File: config.mk
export PLATFORM = sky130hd
export DESIGN_NAME = json_token_serializer_top
export DESIGN_NICKNAME = d
export VERILOG_FILES = /design/src/rtl/jts_pkg.sv /design/src/rtl/jts_level_ram.sv /design/src/rtl/jts_dec_unit.sv /design/src/rtl/json_token_serializer_top.sv
export SDC_FILE = /design/constraint.sdc
export NUM_CORES = 1
export LEC_CHECK = 0
export ABC_AREA = 1
export BUFFER_PORTS_ARGS = -buffer_cell sky130_fd_sc_hd__buf_4
export CORE_UTILIZATION = 45
export CTS_CLUSTER_DIAMETER = 100
export DETAILED_ROUTE_END_ITERATION = 10
export PLACE_DENSITY_LB_ADDON = 0.2
export SETUP_SLACK_MARGIN = 0.02
export SLEW_MARGIN = 20
export SYNTH_ARGS = -nofsm -noshare
export SYNTH_HDL_FRONTEND = slang
export SYNTH_MEMORY_MAX_BITS = 65536
export SYNTH_SLANG_ARGS = --single-unit
File: constraint.sdc
create_clock -name clk_i -period 21.4 [get_ports clk_i]
set_input_delay 1.07 -clock clk_i [delete_from_list [all_inputs] [get_ports clk_i]]
set_output_delay 1.07 -clock clk_i [all_outputs]
set_load 0.01 [all_outputs]
File: src/rtl/jts_pkg.sv
`timescale 1ns / 1ps
// ----------------------------------------------------------------------------
// JSON token serializer package
// Item types, token and level codes, character constants and small tables.
// ----------------------------------------------------------------------------
package jts_pkg;

  localparam int unsigned MAX_DEPTH = 32;

  typedef enum logic [2:0] {
    MODE_OBJ_OPEN  = 3'd0,
    MODE_OBJ_CLOSE = 3'd1,
    MODE_ARR_OPEN  = 3'd2,
    MODE_ARR_CLOSE = 3'd3,
    MODE_INT       = 3'd4,
    MODE_BOOL      = 3'd5,
    MODE_NULL      = 3'd6
  } mode_e;

  typedef enum logic [2:0] {
    LV_NONE     = 3'd0,
    LV_MAP_OPEN = 3'd1,
    LV_MAP_KEY  = 3'd3,
    LV_MAP_VAL  = 3'd4,
    LV_ARY_OPEN = 3'd5,
    LV_ARY_VAL  = 3'd7
  } level_e;

  typedef enum logic [1:0] {
    LIT_TRUE  = 2'd0,
    LIT_FALSE = 2'd1,
    LIT_NULL  = 2'd2
  } lit_e;

  localparam logic [7:0] CH_ZERO      = 8'd48;
  localparam logic [7:0] CH_COMMA     = ",";
  localparam logic [7:0] CH_COLON     = ":";
  localparam logic [7:0] CH_MINUS     = "-";
  localparam logic [7:0] CH_OBJ_OPEN  = "{";
  localparam logic [7:0] CH_OBJ_CLOSE = "}";
  localparam logic [7:0] CH_ARR_OPEN  = "[";
  localparam logic [7:0] CH_ARR_CLOSE = "]";

  typedef struct packed {
    logic [2:0]         mode;
    logic signed [31:0] value;
  } in_item_t;

  typedef struct packed {
    logic [7:0] out_byte;
    logic       last;
    logic       error;
  } out_item_t;

  typedef struct packed {
    logic load;
    logic init;
    logic step;
  } dig_ctrl_t;

  function automatic logic [33:0] pow10(input logic [3:0] k);
    logic [33:0] p;
    case (k)
      4'd0:    p = 34'd1;
      4'd1:    p = 34'd10;
      4'd2:    p = 34'd100;
      4'd3:    p = 34'd1000;
      4'd4:    p = 34'd10000;
      4'd5:    p = 34'd100000;
      4'd6:    p = 34'd1000000;
      4'd7:    p = 34'd10000000;
      4'd8:    p = 34'd100000000;
      4'd9:    p = 34'd1000000000;
      default: p = 34'd0;
    endcase
    return p;
  endfunction

  function automatic logic [7:0] lit_char(input lit_e sel, input logic [2:0] idx);
    logic [7:0] c;
    c = "e";
    case (sel)
      LIT_TRUE: begin
        case (idx)
          3'd0:    c = "t";
          3'd1:    c = "r";
          3'd2:    c = "u";
          default: c = "e";
        endcase
      end
      LIT_FALSE: begin
        case (idx)
          3'd0:    c = "f";
          3'd1:    c = "a";
          3'd2:    c = "l";
          3'd3:    c = "s";
          default: c = "e";
        endcase
      end
      LIT_NULL: begin
        case (idx)
          3'd0:    c = "n";
          3'd1:    c = "u";
          default: c = "l";
        endcase
      end
      default: c = "e";
    endcase
    return c;
  endfunction

  function automatic logic [2:0] lit_last_idx(input lit_e sel);
    logic [2:0] n;
    case (sel)
      LIT_FALSE: n = 3'd4;
      default:   n = 3'd3;
    endcase
    return n;
  endfunction

endpackage

File: src/rtl/jts_level_ram.sv
`timescale 1ns / 1ps
// ----------------------------------------------------------------------------
// Level state memory
// One write port and one read port with registered read data.
// ----------------------------------------------------------------------------
module jts_level_ram #(
  parameter int unsigned DEPTH = jts_pkg::MAX_DEPTH + 1,
  localparam int unsigned AW = $clog2(DEPTH)
) (
  input  logic          clk_i,
  input  logic          we_i,
  input  logic [AW-1:0] waddr_i,
  input  logic [2:0]    wdata_i,
  input  logic          re_i,
  input  logic [AW-1:0] raddr_i,
  output logic [2:0]    rdata_o
);

  logic [2:0] mem_q [DEPTH];
  logic [2:0] rdata_q;

  always_ff @(posedge clk_i) begin
    if (we_i) begin
      mem_q[waddr_i] <= wdata_i;
    end
  end

  always_ff @(posedge clk_i) begin
    if (re_i) begin
      rdata_q <= mem_q[raddr_i];
    end
  end

  assign rdata_o = rdata_q;

endmodule

File: src/rtl/jts_dec_unit.sv
`timescale 1ns / 1ps
// ----------------------------------------------------------------------------
// Decimal digit unit
// Holds an integer magnitude and yields its decimal digits, most significant
// first, one digit per step.
// ----------------------------------------------------------------------------
module jts_dec_unit (
  input  logic               clk_i,
  input  jts_pkg::dig_ctrl_t ctrl_i,
  input  logic signed [31:0] value_i,
  output logic [3:0]         digit_o,
  output logic               pos_zero_o
);

  logic [31:0] mag_q, mag_d;
  logic [3:0]  pos_q, pos_d;
  logic [3:0]  top_pos;
  logic [3:0]  digit;
  logic [33:0] sub;
  logic [33:0] mult;

  always_comb begin
    top_pos = 4'd0;
    for (int k = 1; k <= 9; k++) begin
      if ({2'b00, mag_q} >= jts_pkg::pow10(4'(k))) begin
        top_pos = top_pos + 4'd1;
      end
    end
  end

  always_comb begin
    digit = 4'd0;
    sub   = 34'd0;
    mult  = 34'd0;
    for (int j = 1; j <= 9; j++) begin
      mult = 34'(j) * jts_pkg::pow10(pos_q);
      if ({2'b00, mag_q} >= mult) begin
        digit = 4'(j);
        sub   = mult;
      end
    end
  end

  always_comb begin
    mag_d = mag_q;
    pos_d = pos_q;
    if (ctrl_i.load) begin
      mag_d = value_i[31] ? (32'd0 - $unsigned(value_i)) : $unsigned(value_i);
    end else if (ctrl_i.init) begin
      pos_d = top_pos;
    end else if (ctrl_i.step) begin
      mag_d = mag_q - sub[31:0];
      pos_d = pos_q - 4'd1;
    end
  end

  always_ff @(posedge clk_i) begin
    mag_q <= mag_d;
    pos_q <= pos_d;
  end

  assign digit_o    = digit;
  assign pos_zero_o = (pos_q == 4'd0);

endmodule

File: src/rtl/json_token_serializer_top.sv
`timescale 1ns / 1ps
// ----------------------------------------------------------------------------
// JSON token serializer
// Turns JSON writer tokens into a stream of JSON text bytes.
// ----------------------------------------------------------------------------
// One token is handled at a time. A token is taken in a cycle during which
// the container state of the current depth is read from the level memory; the
// next cycle decides the separator and, but for a closing token or an error,
// writes the updated state back; then the token's bytes leave one per cycle
// through the output register while the output is not stalled. An error item
// yields a single final zero byte with the error flag set, and an unused token
// kind is taken and dropped. The byte rate of the output register sets this
// pace, and a stalled output holds the block.
module json_token_serializer_top #(
  parameter int unsigned MAX_DEPTH = jts_pkg::MAX_DEPTH
) (
  input  logic               clk_i,
  input  logic               rst_ni,
  input  logic               in_valid_i,
  output logic               in_ready_o,
  input  jts_pkg::in_item_t  in_item_i,
  output logic               out_valid_o,
  input  logic               out_ready_i,
  output jts_pkg::out_item_t out_item_o
);

  localparam int unsigned DW = $clog2(MAX_DEPTH + 1);

  typedef enum logic [2:0] {
    ST_IDLE = 3'b001,
    ST_SEP  = 3'b010,
    ST_BODY = 3'b100
  } state_e;

  state_e             state_q, state_d;
  logic [DW-1:0]      depth_q, depth_d;
  logic [2:0]         mode_q;
  logic               truth_q;
  logic               sign_pend_q, sign_pend_d;
  logic [2:0]         lit_idx_q, lit_idx_d;
  logic               out_valid_q, out_valid_d;
  jts_pkg::out_item_t out_item_q, out_item_d;

  logic               in_fire;
  logic               slot_free;
  logic               emit;
  jts_pkg::out_item_t emit_item;
  logic               ram_we;
  logic [DW-1:0]      ram_waddr;
  logic [2:0]         ram_wdata;
  logic [2:0]         ram_rdata;
  jts_pkg::level_e    cur_level, new_level;
  logic               sep_has_byte;
  logic [7:0]         sep_byte;
  logic               is_open, is_close, tok_err;
  jts_pkg::lit_e      lit_sel;
  jts_pkg::dig_ctrl_t dig_ctrl;
  logic [3:0]         digit;
  logic               pos_zero;

  assign in_ready_o = (state_q == ST_IDLE);
  assign in_fire    = in_valid_i && in_ready_o;
  assign slot_free  = !out_valid_q || out_ready_i;

  jts_level_ram #(
    .DEPTH (MAX_DEPTH + 1)
  ) u_level_ram (
    .clk_i   (clk_i),
    .we_i    (ram_we),
    .waddr_i (ram_waddr),
    .wdata_i (ram_wdata),
    .re_i    (in_fire),
    .raddr_i (depth_q),
    .rdata_o (ram_rdata)
  );

  jts_dec_unit u_dec_unit (
    .clk_i      (clk_i),
    .ctrl_i     (dig_ctrl),
    .value_i    (in_item_i.value),
    .digit_o    (digit),
    .pos_zero_o (pos_zero)
  );

  always_comb begin
    is_open  = (mode_q inside {jts_pkg::MODE_OBJ_OPEN, jts_pkg::MODE_ARR_OPEN});
    is_close = (mode_q inside {jts_pkg::MODE_OBJ_CLOSE, jts_pkg::MODE_ARR_CLOSE});
    tok_err  = (is_open && (depth_q == DW'(MAX_DEPTH))) || (is_close && (depth_q == '0));
    lit_sel  = (mode_q == jts_pkg::MODE_NULL) ? jts_pkg::LIT_NULL :
               (truth_q ? jts_pkg::LIT_TRUE : jts_pkg::LIT_FALSE);
  end

  always_comb begin
    cur_level    = (depth_q == '0) ? jts_pkg::LV_NONE : jts_pkg::level_e'(ram_rdata);
    new_level    = cur_level;
    sep_has_byte = 1'b0;
    sep_byte     = jts_pkg::CH_COMMA;
    case (cur_level)
      jts_pkg::LV_MAP_OPEN: new_level = jts_pkg::LV_MAP_KEY;
      jts_pkg::LV_ARY_OPEN: new_level = jts_pkg::LV_ARY_VAL;
      jts_pkg::LV_ARY_VAL: begin
        sep_has_byte = 1'b1;
      end
      jts_pkg::LV_MAP_KEY: begin
        sep_has_byte = 1'b1;
        sep_byte     = jts_pkg::CH_COLON;
        new_level    = jts_pkg::LV_MAP_VAL;
      end
      jts_pkg::LV_MAP_VAL: begin
        sep_has_byte = 1'b1;
        new_level    = jts_pkg::LV_MAP_KEY;
      end
      default: new_level = cur_level;
    endcase
  end

  always_comb begin
    state_d     = state_q;
    depth_d     = depth_q;
    sign_pend_d = sign_pend_q;
    lit_idx_d   = lit_idx_q;
    emit        = 1'b0;
    emit_item   = '{out_byte: 8'd0, last: 1'b0, error: 1'b0};
    ram_we      = 1'b0;
    ram_waddr   = depth_q;
    ram_wdata   = new_level;
    dig_ctrl    = '{load: in_fire, init: 1'b0, step: 1'b0};

    case (state_q)
      ST_IDLE: begin
        if (in_fire && (in_item_i.mode <= jts_pkg::MODE_NULL)) begin
          state_d = ST_SEP;
        end
      end
      ST_SEP: begin
        dig_ctrl.init = 1'b1;
        if (tok_err) begin
          if (slot_free) begin
            emit      = 1'b1;
            emit_item = '{out_byte: 8'd0, last: 1'b1, error: 1'b1};
            state_d   = ST_IDLE;
          end
        end else if (is_close) begin
          state_d = ST_BODY;
        end else if (sep_has_byte) begin
          if (slot_free) begin
            emit      = 1'b1;
            emit_item = '{out_byte: sep_byte, last: 1'b0, error: 1'b0};
            ram_we    = 1'b1;
            state_d   = ST_BODY;
          end
        end else begin
          ram_we  = 1'b1;
          state_d = ST_BODY;
        end
      end
      ST_BODY: begin
        if (slot_free) begin
          emit = 1'b1;
          case (mode_q)
            jts_pkg::MODE_OBJ_OPEN, jts_pkg::MODE_ARR_OPEN: begin
              emit_item.out_byte = (mode_q == jts_pkg::MODE_OBJ_OPEN) ?
                                   jts_pkg::CH_OBJ_OPEN : jts_pkg::CH_ARR_OPEN;
              emit_item.last     = 1'b1;
              ram_we             = 1'b1;
              ram_waddr          = depth_q + DW'(1);
              ram_wdata          = (mode_q == jts_pkg::MODE_OBJ_OPEN) ?
                                   jts_pkg::LV_MAP_OPEN : jts_pkg::LV_ARY_OPEN;
              depth_d            = depth_q + DW'(1);
              state_d            = ST_IDLE;
            end
            jts_pkg::MODE_OBJ_CLOSE, jts_pkg::MODE_ARR_CLOSE: begin
              emit_item.out_byte = (mode_q == jts_pkg::MODE_OBJ_CLOSE) ?
                                   jts_pkg::CH_OBJ_CLOSE : jts_pkg::CH_ARR_CLOSE;
              emit_item.last     = 1'b1;
              depth_d            = depth_q - DW'(1);
              state_d            = ST_IDLE;
            end
            jts_pkg::MODE_INT: begin
              if (sign_pend_q) begin
                emit_item.out_byte = jts_pkg::CH_MINUS;
                sign_pend_d        = 1'b0;
              end else begin
                emit_item.out_byte = jts_pkg::CH_ZERO + {4'd0, digit};
                emit_item.last     = pos_zero;
                dig_ctrl.step      = 1'b1;
                if (pos_zero) begin
                  state_d = ST_IDLE;
                end
              end
            end
            jts_pkg::MODE_BOOL, jts_pkg::MODE_NULL: begin
              emit_item.out_byte = jts_pkg::lit_char(lit_sel, lit_idx_q);
              emit_item.last     = (lit_idx_q == jts_pkg::lit_last_idx(lit_sel));
              lit_idx_d          = lit_idx_q + 3'd1;
              if (emit_item.last) begin
                state_d = ST_IDLE;
              end
            end
            default: begin
              emit    = 1'b0;
              state_d = ST_IDLE;
            end
          endcase
        end
      end
      default: state_d = ST_IDLE;
    endcase
  end

  always_comb begin
    out_valid_d = emit || (out_valid_q && !out_ready_i);
    out_item_d  = emit ? emit_item : out_item_q;
  end

  always_ff @(posedge clk_i or negedge rst_ni) begin
    if (!rst_ni) begin
      state_q     <= ST_IDLE;
      depth_q     <= '0;
      out_valid_q <= 1'b0;
    end else begin
      state_q     <= state_d;
      depth_q     <= depth_d;
      out_valid_q <= out_valid_d;
    end
  end

  always_ff @(posedge clk_i) begin
    if (in_fire) begin
      mode_q      <= in_item_i.mode;
      truth_q     <= (in_item_i.value != 32'sd0);
      sign_pend_q <= in_item_i.value[31];
      lit_idx_q   <= 3'd0;
    end else begin
      sign_pend_q <= sign_pend_d;
      lit_idx_q   <= lit_idx_d;
    end
    out_item_q <= out_item_d;
  end

  assign out_valid_o = out_valid_q;
  assign out_item_o  = out_item_q;

endmodule

Word-level counts from Yosys, hierarchy flattened
Memories as Yosys holds them, arrays and structs flattened. A register that Yosys moved wholly into a read port is not among the register bits.
Index checks and enable logic that the tools add are counted.
W data, S select, Z words.
{"block": "word_totals", "ram_bits": 99, "mem_bits_ro": 4320, "memories": 10, "inputBits": 39, "register_bits": 64}
{"block": "op_classes", "mul": 5, "n_addsub": 15, "eq_ne": 29, "n_reduce_logical": 36, "mux": 112, "n_bitwise": 1, "n_lt_le_gt_ge": 19}
{"name": "(name not given)", "depth": 16, "width": 30, "rd": 1, "rd_ports_with_merged_regs": 1, "write_ports": 0, "line_no": "jts_pkg.sv:63", "rtl": "case (k)"}
{"name": "(name not given)", "depth": 16, "width": 30, "rd": 1, "rd_ports_with_merged_regs": 1, "write_ports": 0, "line_no": "jts_pkg.sv:63"}
{"name": "(name not given)", "depth": 16, "width": 30, "rd": 1, "rd_ports_with_merged_regs": 1, "write_ports": 0, "line_no": "jts_pkg.sv:63"}
{"name": "(name not given)", "depth": 16, "width": 30, "rd": 1, "rd_ports_with_merged_regs": 1, "write_ports": 0, "line_no": "jts_pkg.sv:63"}
{"name": "(name not given)", "depth": 16, "width": 30, "rd": 1, "rd_ports_with_merged_regs": 1, "write_ports": 0, "line_no": "jts_pkg.sv:63"}
{"name": "(name not given)", "depth": 16, "width": 30, "rd": 1, "rd_ports_with_merged_regs": 1, "write_ports": 0, "line_no": "jts_pkg.sv:63"}
{"name": "+4 memories"}
{"operator": "$mux W32", "n": 13}
{"operator": "$ge A32 B34 Y1", "n": 9}
{"operator": "$mux W4", "n": 21}
{"operator": "$mux W3", "n": 23}
{"operator": "$mul A3 B34 Y34 const A", "n": 2}
{"operator": "$mux W10", "n": 4}
{"operator": "$pmux W9 S4", "n": 1}
{"operator": "$mul A2 B34 Y33 const A", "n": 1}
{"operator": "$mul A2 B34 Y34 const A", "n": 1}
{"operator": "$mul A4 B34 Y34 const A", "n": 1}
{"operator": "$ge A32 B10 Y1 const B", "n": 1}
{"operator": "$ge A32 B14 Y1 const B", "n": 1}
{"operator": "$ge A32 B17 Y1 const B", "n": 1}
{"operator": "$ge A32 B20 Y1 const B", "n": 1}
{"operator": "$ge A32 B24 Y1 const B", "n": 1}
{"operator": "$ge A32 B27 Y1 const B", "n": 1}
{"operator": "$ge A32 B30 Y1 const B", "n": 1}
{"operator": "$ge A32 B4 Y1 const B", "n": 1}
{"operator": "$ge A32 B7 Y1 const B", "n": 1}
{"operator": "$reduce_bool A32 Y1", "n": 1}
{"operator": "$sub A1 B32 Y32 const A", "n": 1}
{"operator": "$sub A32 B32 Y32", "n": 1}
{"operator": "$mux W6", "n": 5}
{"operator": "$add A4 B1 Y4 const B", "n": 7}
{"operator": "other kinds (47)", "n": 117}

Depth between registers and ports, before layout
Gate-level depths: netlist (run 1).
{"block": "depth", "word_depth": 20, "depth_mapped": 59, "ltp_nobuf": 58}

Hierarchy
Synthesis (run 1) repeated with hierarchy kept, for this count alone.
{"block": "unflattened", "hier_cells": 3927, "area_unflattened_um2": 26809.5}
{"mod": "jts_dec_unit", "area_per_inst_um2": 20530.9, "n_inst": 1, "seq_area_each_um2": 1541.5, "cells_per_inst": 3265}
{"mod": "jts_level_ram", "area_per_inst_um2": 4274.1, "n_inst": 1, "seq_area_each_um2": 3062.9, "cells_per_inst": 386}
{"mod": "json_token_serializer_top", "area_per_inst_um2": 2004.4, "n_inst": 1, "seq_area_each_um2": 732.0, "cells_per_inst": 276}

Worst setup path after synthesis (run 1)
OpenSTA, ideal clock, no wires.
{"block": "synth_timing", "path_type": "reg-to-reg", "from": "register with a tool-made name", "to": "register u_dec_unit.mag_q[24] (data pin)", "path_stages_with_launch": 48, "t_arrival_ns": 7.425, "n_path_buf": 2, "setup_ns": 0.263, "slack_ns": 13.712, "synth_period_minus_slack_ns": 7.688, "path_cell_list": "dfxtp_1 > inv_1 > ha_1 > clkbuf_1 > xor2_1 > ha_1 > a21oi_1 > inv_1 > a21oi_1 > nor2_1 > a211oi_1 > nand2_1 > nand3_1 > nand2_1 > xnor2_1 > ha_1 > nand2_1 > inv_1 > [... 12 more ...] > nand2_1 > nand2_1 > nand2_1 > a21oi_1 > nor2_1 > nor2_1 > o21ai_0 > inv_1 > nor2_1 > nor2_1 > o21ai_0 > a21boi_0 > o21ai_0 > nand2_1 > nand2_1 > nand2_1 > nand2_1 > o21ai_0"}
{"element": "end signal, assigned", "line_no": "jts_dec_unit.sv:58", "rtl": "mag_q <= mag_d;"}
{"element": "end, declared", "line_no": "jts_dec_unit.sv:15", "rtl": "logic [31:0] mag_q, mag_d;"}

==> results list, run 1 <==
- Outcome: finished, final reports clean
- From synthesis to final layout, the design area changed by 7.50%.
- STA classifies the critical path startpoint as a register.
* # port buffers: 49
- STA classifies the critical path endpoint as a register.
- The tool flagged a number of max-cap violations equal to 0.
- Average footprint of a synthesized cell: 6.97 um^2
- At the pin with the least slew margin, the transition time is between 0.9 and 1 ns.
- Pin placement for this block handled 51 I/O pins.
- Setup total negative slack: 0 ns
- The worst path needs 9.43 ns of the cycle, external delays included.
* Total CTS buffers: 17
- Remaining global-route overflow: 0
* Most common cell type on the critical path: sky130_fd_sc_hd__nand2_1
- For this block, the initial DRC count from the detailed router was 2,111.
* RePlAce Congestion: 1.02
* Sequential fraction of the synthesis area: about a fifth
- 0 antenna diodes ended up in the layout.
- Sum of net half-perimeters after detailed placement: 69,800 um
- The post-route netlist has 6.05% of its cells at a drive strength greater than 1.
- DRC violation count after routing: 0
- Setup repair after global routing missed its margin: false
- CTS saw about 190 sinks.
- Maximum net fanout on the critical path: 53
- Post-synth cell types: 69
- For this run, the slowest stage of the critical path takes between 0.8 and 0.9 ns.
- Static timing analysis puts the maximum clock frequency at approximately 110 MHz.
- Combined area of the multi-input logic cells: ~0.019 mm^2
* Vias in the first global route: 24.6k
- Hold buffers post-CTS: 0
- Core outline area: roughly 0.058 mm^2
- Total number of nets in the final design: 4,334
- Antenna violations before repair: 2
- Std cell rows: 88
- The first global-routing pass estimated 135,000 um of wire.
- Overall via count from detail_route: 26.3k
- At the worst endpoint, the required time is 21.61 ns.
* Number of enable-type register cells in the synthesized netlist: about 150
- Area share of the largest cell type after synthesis: 21.1%
- Clock root buffer master: sky130_fd_sc_hd__clkbuf_16
- The largest individual stage delay along the critical path comes from the cell sky130_fd_sc_hd__dfxtp_1.
- Routed wire length: 87,500 um
* Vertical die dimension: 244 um
* Post-synth net total: around 4.3k
* Synth Flop Type: sky130_fd_sc_hd__edfxtp_1
* Largest cells by area after synthesis: sky130_fd_sc_hd__ha_1 21%, sky130_fd_sc_hd__edfxtp_1 17%, sky130_fd_sc_hd__nand2_1 11%
- Kind of cell with the highest combined delay on the critical path: simple AND/OR/NAND/NOR gates
- Normalized max-slew margin: 33.3%
- After clock tree synthesis, the clock-pin slew on the worst setup and hold paths is 0.08 ns.
- Depth of the CTS H-tree: 4
- Post-Synthesis Cell Area: roughly 0.026 mm^2
- R2R Setup Slk: approximately 12 ns
- For this run, the number of Yosys warnings is 0.
- The path class of the tightest hold or removal check is in2async.
- The hold violation total from the final report came to 0.
- Count of instances resized after the clock tree is built: 0
- Clock latency of the later-clocked register in the worst-skew pair: 0.46 ns
- The die covers 0.0595 mm^2.
- Entering global routing, the biggest net connects 59 pins.
* Width of the die: roughly 240 um
- Count of final setup violators: 0
* Pre-Repair DR Iteration Count: 5
- sky130_fd_sc_hd__ha_1 takes more of the synthesized area than any other cell.
- The initial utilization of the core area, before any placement, comes to between 40 and 50%.
- STA puts the critical path data arrival time at about 9.6 ns.
- The detail route stage leaves a number of antenna-violating nets equal to 0.
* Clock tree from TritonCTS: yes
* Detail-routed via count per cell: ~5.7
- The sequential cells in the finished layout cover a total of 0.00534 mm^2.
- Cell count after synthesis: 3,781
* Most repeated cell in the gate-level netlist after synthesis: sky130_fd_sc_hd__nand2_1
- Post-synth ARST share: 5.32%
* Worst path bufs/invs: 4
- Flop and latch count out of synthesis: between 150 and 200
* Number of slew-limit violations in the final report: 0
- Share of the cycle needed by the critical path after routing: 44.1%
* DR WL/cell: about 19 um
* Type of the setup path with the least slack: reg2reg
- Across every metal layer, demand over resource in global routing totals roughly 29%.
* Longest Clk Path Bufs: 2
- Counting the fill cells in the layout gives 5,970.
- Buffers added to address setup during post-CTS repair amount to 0.
* Worst Clk Skew: 0.0147 ns
* Most used standard cells in the synthesized netlist: 766 x sky130_fd_sc_hd__nand2_1, 444 x sky130_fd_sc_hd__ha_1, 433 x sky130_fd_sc_hd__a21oi_1, 412 x sky130_fd_sc_hd__inv_1, 411 x sky130_fd_sc_hd__nor2_1
through the flow:
| step | utilization, % | instance area, um^2 | cells | setup WS [ns] | hold WS (ns) |
|---|---|---|---|---|---|
| floorplan | - | 26400 | 3781 | 13.71 | 0.474 |
| global placement | 48.0 | 27800 | 4569 | 12.28 | 0.514 |
| detailed placement | 48.0 | 27800 | 4569 | 12.13 | 0.522 |
| CTS | 49.0 | 28300 | 4601 | 12.13 | 0.405 |
| global route | 49.0 | 28300 | 4601 | 11.21 | 0.426 |
| finish | 49.0 | 28300 | 4601 | 11.97 | 0.428 |
cell usage in the layout, fill, tap and decap left out, drive strengths merged, types with 12 or more instances in the layout:
cell type  instances
inv              432
clkbuf            18
fa                28
o211ai            25
o22ai             37
edfxtp           152
buf              104
nand3            171
or2               14
nor4              26
xor2              74
o21bai            16
clkinv            12
xnor2             36
nor3              58
a21o              17
a211oi            16
nand4             72
a21boi            15
ha               444
a31oi             21
o21ai            287
dfxtp             26
nor2             427
nand2            788
o21a              15
a21oi            433
path summary, 6_finish.rpt:
path / from / endpoint / depth (start not counted)
setup / recovery: register / u_dec_unit.mag_q[27] / 45
hold / removal: rst_ni / state_q[2] / 1
setup reg to reg: register / u_dec_unit.mag_q[27] / 45
hold reg to reg: lit_idx_q[0] / lit_idx_q[0] / 1
max in group asynchronous: rst_ni / state_q[0] / 1
min in group clk_i: lit_idx_q[0] / lit_idx_q[0] / 1
routing by layer:
metal	up-vias	global-route usage, %	part of all wire (%)
li1	13200	-	-
met1	12100	40.6	46
met2	905	46.0	44
met3	109	4.18	7.6
met4	0	8.60	2.8
met5	-	0	0
cell type report:
type | count | share of cell area, %
clock buffers | 18 | 1.51
clock inverters | 14 | 0.517
inverters | 431 | 5.72
multi-input cells | 3081 | 67.3
flip-flops and latches | 188 | 18.8
well taps | 765 | 3.38
repair buffers | 104 | 2.76
worst register-to-register path: cells and delay by family (launching register included):
kind	cells	cell delay, ns
adders and majority gates	4	1.71
AOI/OAI and AO/OA	9	1.62
buffers and inverters	4	1.17
xor gates and xnor gates	2	0.53
and+or+nand+nor	26	3.29
DFF	1	0.86
cells by family (layout without fill, tap and decap cells):
family | count (synthesis) | in the layout | share of synthesized area, %
buffers and inverters | 512 | 567 | 7.60
xor gates and xnor gates | 110 | 110 | 3.66
and+or+nand+nor | 1576 | 1576 | 25.9
other | 1 | 1 | 0.0142
AOI/OAI and AO/OA | 922 | 922 | 19.4
adders and majority gates | 472 | 472 | 23.2
DFF | 188 | 188 | 20.2
Power of run 1 is not shown: default switching activity piles up to over one toggle a cycle in this logic, so the estimate is an artifact.
==> inputs of run 2 (changes only) <==
==> constraint.sdc (replaced) <==
create_clock -name clk_i -period 7.6 [get_ports clk_i]
set_input_delay 0.38 -clock clk_i [delete_from_list [all_inputs] [get_ports clk_i]]
set_output_delay 0.38 -clock clk_i [all_outputs]
set_load 0.01 [all_outputs]
==> results list, run 2 (synthesis gave the netlist of run 1 again) <==
* Overall routing resource usage: 32.1% (was 29.0%)
* Normalized max-slew margin: 37.9% (was 33.3%)
- The starting DRC count in detailed routing is 2,616 (was 2,111).
- Type of the setup path with the least slack: reg2reg (unchanged)
- The maximum fanout encountered on the critical timing path came to 4 (was 53).
* Most common cell type on the critical path: sky130_fd_sc_hd__buf_4 (was sky130_fd_sc_hd__nand2_1)
- The endpoint type of the worst setup path is a register (unchanged).
* Most common cell after layout, fill and taps aside: sky130_fd_sc_hd__nand2_1 (unchanged)
* Critical-path top delay cell: sky130_fd_sc_hd__fa_2 (was sky130_fd_sc_hd__dfxtp_1)
- The area enclosed by the die boundary was 0.0595 mm^2 (unchanged).
- The number of buffers on the longest clock path is 2 (unchanged).
- Hold WC Path Type: in2reg (was in2async)
- The total CTS buffers is 17 (unchanged).
* Clock root buffer master: sky130_fd_sc_hd__clkbuf_16 (unchanged)
- Worst Clk Skew: 0.0232 ns (was 0.0147 ns)
* Worst path bufs/invs: 13 (was 4)
- The clock input transition at the sequential cells of the worst setup and hold paths came to 0.10 ns (was 0.08 ns).
- The overall overflow remaining after global route came to 0 (unchanged).
- Maximum number of pins on one net before global-route repair: 54 (was 59)
- RePlAce Congestion: 1.03 (was 1.02)
- The via density per instance is 5.76 (was 5.71).
- Commonest cells after routing, fill and taps aside: 746 x sky130_fd_sc_hd__nand2_1, 414 x sky130_fd_sc_hd__buf_4, 413 x sky130_fd_sc_hd__ha_1 (was 765 x sky130_fd_sc_hd__nand2_1, 444 x sky130_fd_sc_hd__ha_1, 432 x sky130_fd_sc_hd__a21oi_1).
- Core outline area: 0.0578 mm^2 (unchanged)
- Met2 Track Usage GR: 49.6% (was 46.0%)
* Kind of cell with the highest combined delay on the critical path: simple AND/OR/NAND/NOR gates (unchanged)
- The latest clock arrival within the worst-skew pair is 0.47 ns (was 0.46 ns).
* Routing layer with the top usage in global route: met2 (unchanged)
- Total number of nets in the final design: 4,662 (was 4,334)
* Overall via count from detail_route: 28.4k (was 26.3k)
* Depth of the CTS H-tree: 4 (unchanged)
* Setup total negative slack: 0 ns (unchanged)
* Sum of net half-perimeters after detailed placement: 79,600 um (was 69,800 um)
* Met3 layer usage reported by global route: 4.48% (was 4.18%)
- Number of slew-limit violations in the final report: 0 (unchanged)
* Outcome: finished, final reports clean (unchanged)
- The max-capacitance violation count came to 0 (unchanged).
* Antenna violations before repair: 1 (was 2)
- Share of the cycle needed by the critical path after routing: 96.8% (was 44.1%)
* Share of cells above drive strength 1: 17.7% (was 6.05%)
- Starting density of the core: 45.6% (unchanged)
* Wire length of the first global-routing pass: 148,000 um (was 135,000 um)
- Transition at the pin with the smallest max-transition slack: 0.929 ns (was 0.991 ns)
- Cell total after placement: 4,866 (was 4,569)
* Routed wire length: 98,100 um (was 87,500 um)
* Number of sinks handled by clock tree synthesis: 188 (unchanged)
- Final hold violation count: 0 (unchanged)
- # port buffers: 49 (unchanged)
- The biggest cell delay along the critical path is 0.37 ns (was 0.86 ns).
- Data arrival time of the critical path: 7.58 ns (was 9.64 ns)
* Number of top-level pins: 51 (unchanged)
* Required time of the worst setup path: 7.82 ns (was 21.61 ns)
- The upper clock frequency limit was 136 MHz (was 106 MHz).
- The final cell count without fillers came to 4,930 (was 4,601).
* Vias in the first global route: 26.3k (was 24.6k)
* Count of antenna-violating nets left after detailed routing: 0 (unchanged)
- Setup repair after global routing missed its margin: true (was false).
* Width of the die: 244 um (unchanged)
* Vertical die dimension: 244 um (unchanged)
* Synthesis-to-finish area growth: 21.1% (was 7.50%)
* Pre-Repair DR Iteration Count: 8 (was 5)
- The final core utilization is 55.2% (was 49.0%).
- DR WL/cell: 19.9 um (was 19.0 um)
- Met1 usage: 45.3% (was 40.6%)
* DRC violation count after routing: 0 (unchanged)
* Std cell rows: 88 (unchanged)
- Count of final setup violators: 0 (unchanged)
- Kind of launch point of the worst setup path: register (unchanged)
- Final period demand of the worst path: 7.36 ns (was 9.43 ns)
- Clock tree from TritonCTS: yes (unchanged)
[run 2: changes by cell type in the layout (fill, tap and decap cells not counted), sizes merged]
cell         before  now
bufinv            0    1
clkinv           12   13
dlygate4sd3       0    1
inv             432  431
clkbuf           18   17
diode             0    1
buf             104  431
[run 2: final timing paths]
kind                          startpoint                   end  slack (ns)  depth (start not counted)
setup reg to reg                register  u_dec_unit.mag_q[30]        0.24                         54
hold reg to reg             lit_idx_q[0]          lit_idx_q[0]        0.55                          1
hold / removal             in_item_i[32]             mode_q[0]        0.11                          1
max in group asynchronous         rst_ni            state_q[0]        7.03                          2
min in group asynchronous         rst_ni            depth_q[2]        0.33                          2
setup / recovery                register  u_dec_unit.mag_q[30]        0.24                         54
[run 2: layout make-up]
type / instances / area [um^2]
diodes: 1 / 2.50
clock buffers: 17 / 425
clock inverters: 15 / 211
fillers: 5632 / 25900
inverters: 431 / 1620
multi-input cells: 3081 / 20000
flip-flops and latches: 188 / 5360
well taps: 765 / 957
repair buffers: 432 / 3350
[run 2: metrics by stage]
stage	hold slack [ns]	setup slack, ns	area (um^2)
after floorplan	0.0844	0.0903	26400
after CTS	0.0954	0.0201	30900
after global routing	0.0955	-0.240	31900
after global placement	0.221	-0.409	30000
final	0.108	0.244	31900
after detailed placement	0.221	-0.585	30000
[run 2: timing repair]
| item | in CTS | in global routing |
|---|---|---|
| pin swaps | 19 | 94 |
| buffers inserted | 8 | 24 |
| hold endpoints to repair | 10 | 0 |
| setup endpoints to repair | 20 | 25 |
| resized for setup | 46 | 197 |
| hold buffers | 1 | 0 |
[run 2: routing by layer]
| layer | wire length (um) | part of all wire, % |
|---|---|---|
| met4 | 3700 | 3.8 |
| met2 | 42200 | 43 |
| met5 | 0 | 0 |
| met3 | 8390 | 8.6 |
| met1 | 43800 | 45 |
Power of run 2 is left out for the same reason.
==> inputs of run 3 (changes only) <==
--- a/config.mk
+++ b/config.mk
@@ -7,7 +7,10 @@
 export LEC_CHECK = 0
 export ABC_AREA = 1
 export BUFFER_PORTS_ARGS = -buffer_cell sky130_fd_sc_hd__buf_4
-export CORE_UTILIZATION = 45
+export CELL_PAD_IN_SITES_DETAIL_PLACEMENT = 1
+export CELL_PAD_IN_SITES_GLOBAL_PLACEMENT = 1
+export CORE_ASPECT_RATIO = 0.9
+export CORE_UTILIZATION = 44
 export CTS_CLUSTER_DIAMETER = 100
 export DETAILED_ROUTE_END_ITERATION = 10
 export PLACE_DENSITY_LB_ADDON = 0.2
==> results list, run 3 (synthesis gave the netlist of run 1 again) <==
- The endpoint type of the worst setup path is a register (unchanged).
* Normalized max-slew margin: 31.4% (was 37.9%)
- Number of slew-limit violations in the final report: 0 (unchanged)
- Data arrival time of the critical path: 8.72 ns (was 7.58 ns)
* Wire length of the first global-routing pass: 185,000 um (was 148,000 um)
- Type of the setup path with the least slack: reg2reg (unchanged)
- The post-place instance area is 0.0309 mm^2 (was 0.0300 mm^2).
- Number of top-level pins: 51 (unchanged)
- The layout-stage area growth over the synthesis result came to 29.8% (was 21.1%).
- Share of the cycle needed by the critical path after routing: 111% (was 96.8%)
* Setup total negative slack: -15.87 ns (was 0 ns)
* Required time of the worst setup path: 7.87 ns (was 7.82 ns)
* Pre-Repair DR Iteration Count: 6 (was 8)
* Worst Clk Skew: 0.0295 ns (was 0.0232 ns)
- The starting DRC count in detailed routing was 3,531 (was 2,616).
- Routed wire length: 136,000 um (was 98,100 um)
- The detailed placer's ending HPWL was 96,500 um (was 79,600 um).
* DR WL/cell: 26.5 um (was 19.9 um)
- The CTS tree is yes (unchanged).
- Overall routing resource usage: 40.4% (was 32.1%)
* Starting density of the core: 44.9% (was 45.6%)
- The number of fillers in the final layout came to 7,552 (was 5,632).
* Antenna violations before repair: 6 (was 1)
- Setup repair after global routing missed its margin: true (unchanged)
- Met1 usage: 53.2% (was 45.3%)
- Detail-routed via count per cell: 6.31 (was 5.76)
- Met3 layer usage reported by global route: 8.56% (was 4.48%)
* # port buffers: 49 (unchanged)
- Die area: 0.0609 mm^2 (was 0.0595 mm^2)
- The final weighted congestion of routability-driven global placement came to 1.02 (was 1.03).
- Kind of launch point of the worst setup path: register (unchanged)
- The max-capacitance violation count came to 0 (unchanged).
- The final reports fail on setup timing.
* Maximum clock rate: 118 MHz (was 136 MHz)
- The slew at the pin closest to its max-slew limit was 1.02 ns (was 0.929 ns).
- Most common cell after layout, fill and taps aside: sky130_fd_sc_hd__nand2_1 (unchanged)
* Clock root buffer master: sky130_fd_sc_hd__clkbuf_16 (unchanged)
* Depth of the CTS H-tree: 4 (unchanged)
- The total CTS buffers was 17 (unchanged).
- Non-Filler Cell Area, Final: 0.0342 mm^2 (was 0.0319 mm^2)
* Vertical die dimension: 234 um (was 244 um)
- Commonest cells after routing, fill and taps aside: 729 x sky130_fd_sc_hd__nand2_1, 585 x sky130_fd_sc_hd__buf_4, 408 x sky130_fd_sc_hd__ha_1 (was 746 x sky130_fd_sc_hd__nand2_1, 414 x sky130_fd_sc_hd__buf_4, 413 x sky130_fd_sc_hd__ha_1)
* Remaining global-route overflow: 0 (unchanged)
* Final period demand of the worst path: 8.45 ns (was 7.36 ns)
- The clock input transition at the sequential cells of the worst setup and hold paths came to 0.09 ns (was 0.10 ns).
- Overall via count from detail_route: 32.4k (was 28.4k)
- Longest Clk Path Bufs: 2 (unchanged)
- Outcome: finished with violations (was finished, final reports clean).
- The met2 track utilization from global routing is 63.5% (was 49.6%).
- Std cell rows: 84 (was 88)
- The slack of the critical path is -0.853 ns (was 0.244 ns).
- Crit path largest cell delay: 0.39 ns (was 0.37 ns)
- The DRC violations left was 0 (unchanged).
* Final hold violation count: 0 (unchanged)
- The number of setup violations in the final report was 27 (was 0).
* Total number of nets in the final design: 4,866 (was 4,662)
- The clock sink total was 188 (unchanged).
- The area of the core is 0.0588 mm^2 (was 0.0578 mm^2).
- Routing layer with the top usage in global route: met2 (unchanged)
- The via count of the first global-routing pass came to 31.5k (was 26.3k).
* Most common cell type on the critical path: sky130_fd_sc_hd__nand2_2 (was sky130_fd_sc_hd__buf_4)
- Maximum number of pins on one net before global-route repair: 54 (unchanged)
- Hold Path Origin: in_item_i[34] (was in_item_i[32])
- The post-detailed-route count of antenna-violating nets was 0 (unchanged).
* Maximum net fanout on the critical path: 4 (unchanged)
* Clock latency of the later-clocked register in the worst-skew pair: 0.53 ns (was 0.47 ns)
- The class of the tightest hold or removal check was in2reg (unchanged).
- The fraction of layout instances using a drive strength above 1 is 23.6% (was 17.7%).
- The critical-path cell with the highest stage delay is sky130_fd_sc_hd__dfxtp_4 (was sky130_fd_sc_hd__fa_2).
- The die width is 260 um (was 244 um).
==> run 3: through the flow <==
step / hold slack [ns] / std cells / setup slack [ns] / util [%]
2_1_floorplan: 0.0844 / 3781 / 0.0903 / -
3_3_place_gp: 0.223 / 4983 / -0.564 / 52.6
3_5_place_dp: 0.223 / 4983 / -0.895 / 52.6
4_1_cts: 0.0220 / 5094 / -0.142 / 55.3
5_1_grt: 0.0348 / 5142 / -0.946 / 58.2
6_report: 0.0436 / 5146 / -0.853 / 58.2
==> run 3: worst max-delay path: cells and delay by family (launching register included) <==
family          cells  cell delay, ns
buf+inv            10            1.25
simple gates       24            2.54
compound gates     15            2.56
fa+ha+maj           4            1.08
xor+xnor            1            0.34
flops               1            0.39
==> run 3: cell type report <==
type / count / area (um^2) / share of cell area (%)
clock inverters: 14 / 131 / 0.384
repair buffers: 636 / 5110 / 15.0
inverters: 431 / 1630 / 4.76
flip-flops and latches: 188 / 5360 / 15.7
diodes: 4 / 10.0 / 0.0293
multi-input cells: 3081 / 20600 / 60.1
clock buffers: 18 / 429 / 1.25
well taps: 774 / 968 / 2.83
==> run 3: what timing repair did <==
action                                 4_1_cts  5_1_grt
buffers inserted                            79       55
gates resized for setup                    130      283
pin swaps                                   70      141
endpoints found under the hold margin       10        0
cloned                                       0        1
hold buffers                                 1        0
setup endpoints to repair                   24       48
==> run 3: path summary, 6_finish.rpt <==
path                                         to  slack, ns  depth (start not counted)
max                        u_dec_unit.mag_q[31]      -0.85                         54
min                                   mode_q[2]       0.04                          1
max reg2reg                u_dec_unit.mag_q[31]      -0.85                         54
min reg2reg                        lit_idx_q[0]       0.52                          1
max in group asynchronous            state_q[0]       7.13                          2
min in group asynchronous            depth_q[5]       0.24                          2
==> run 3: layer usage <==
metal  part of all wire, %  vias up  routed length, um
met4                   5.5        2               7430
met5                0.0095        -                 13
met1                    39    15700              53300
met3                    11      537              15600
met2                    44     2016              59900
li1                      -    14200                  -
Power of run 3 is left out for the same reason.
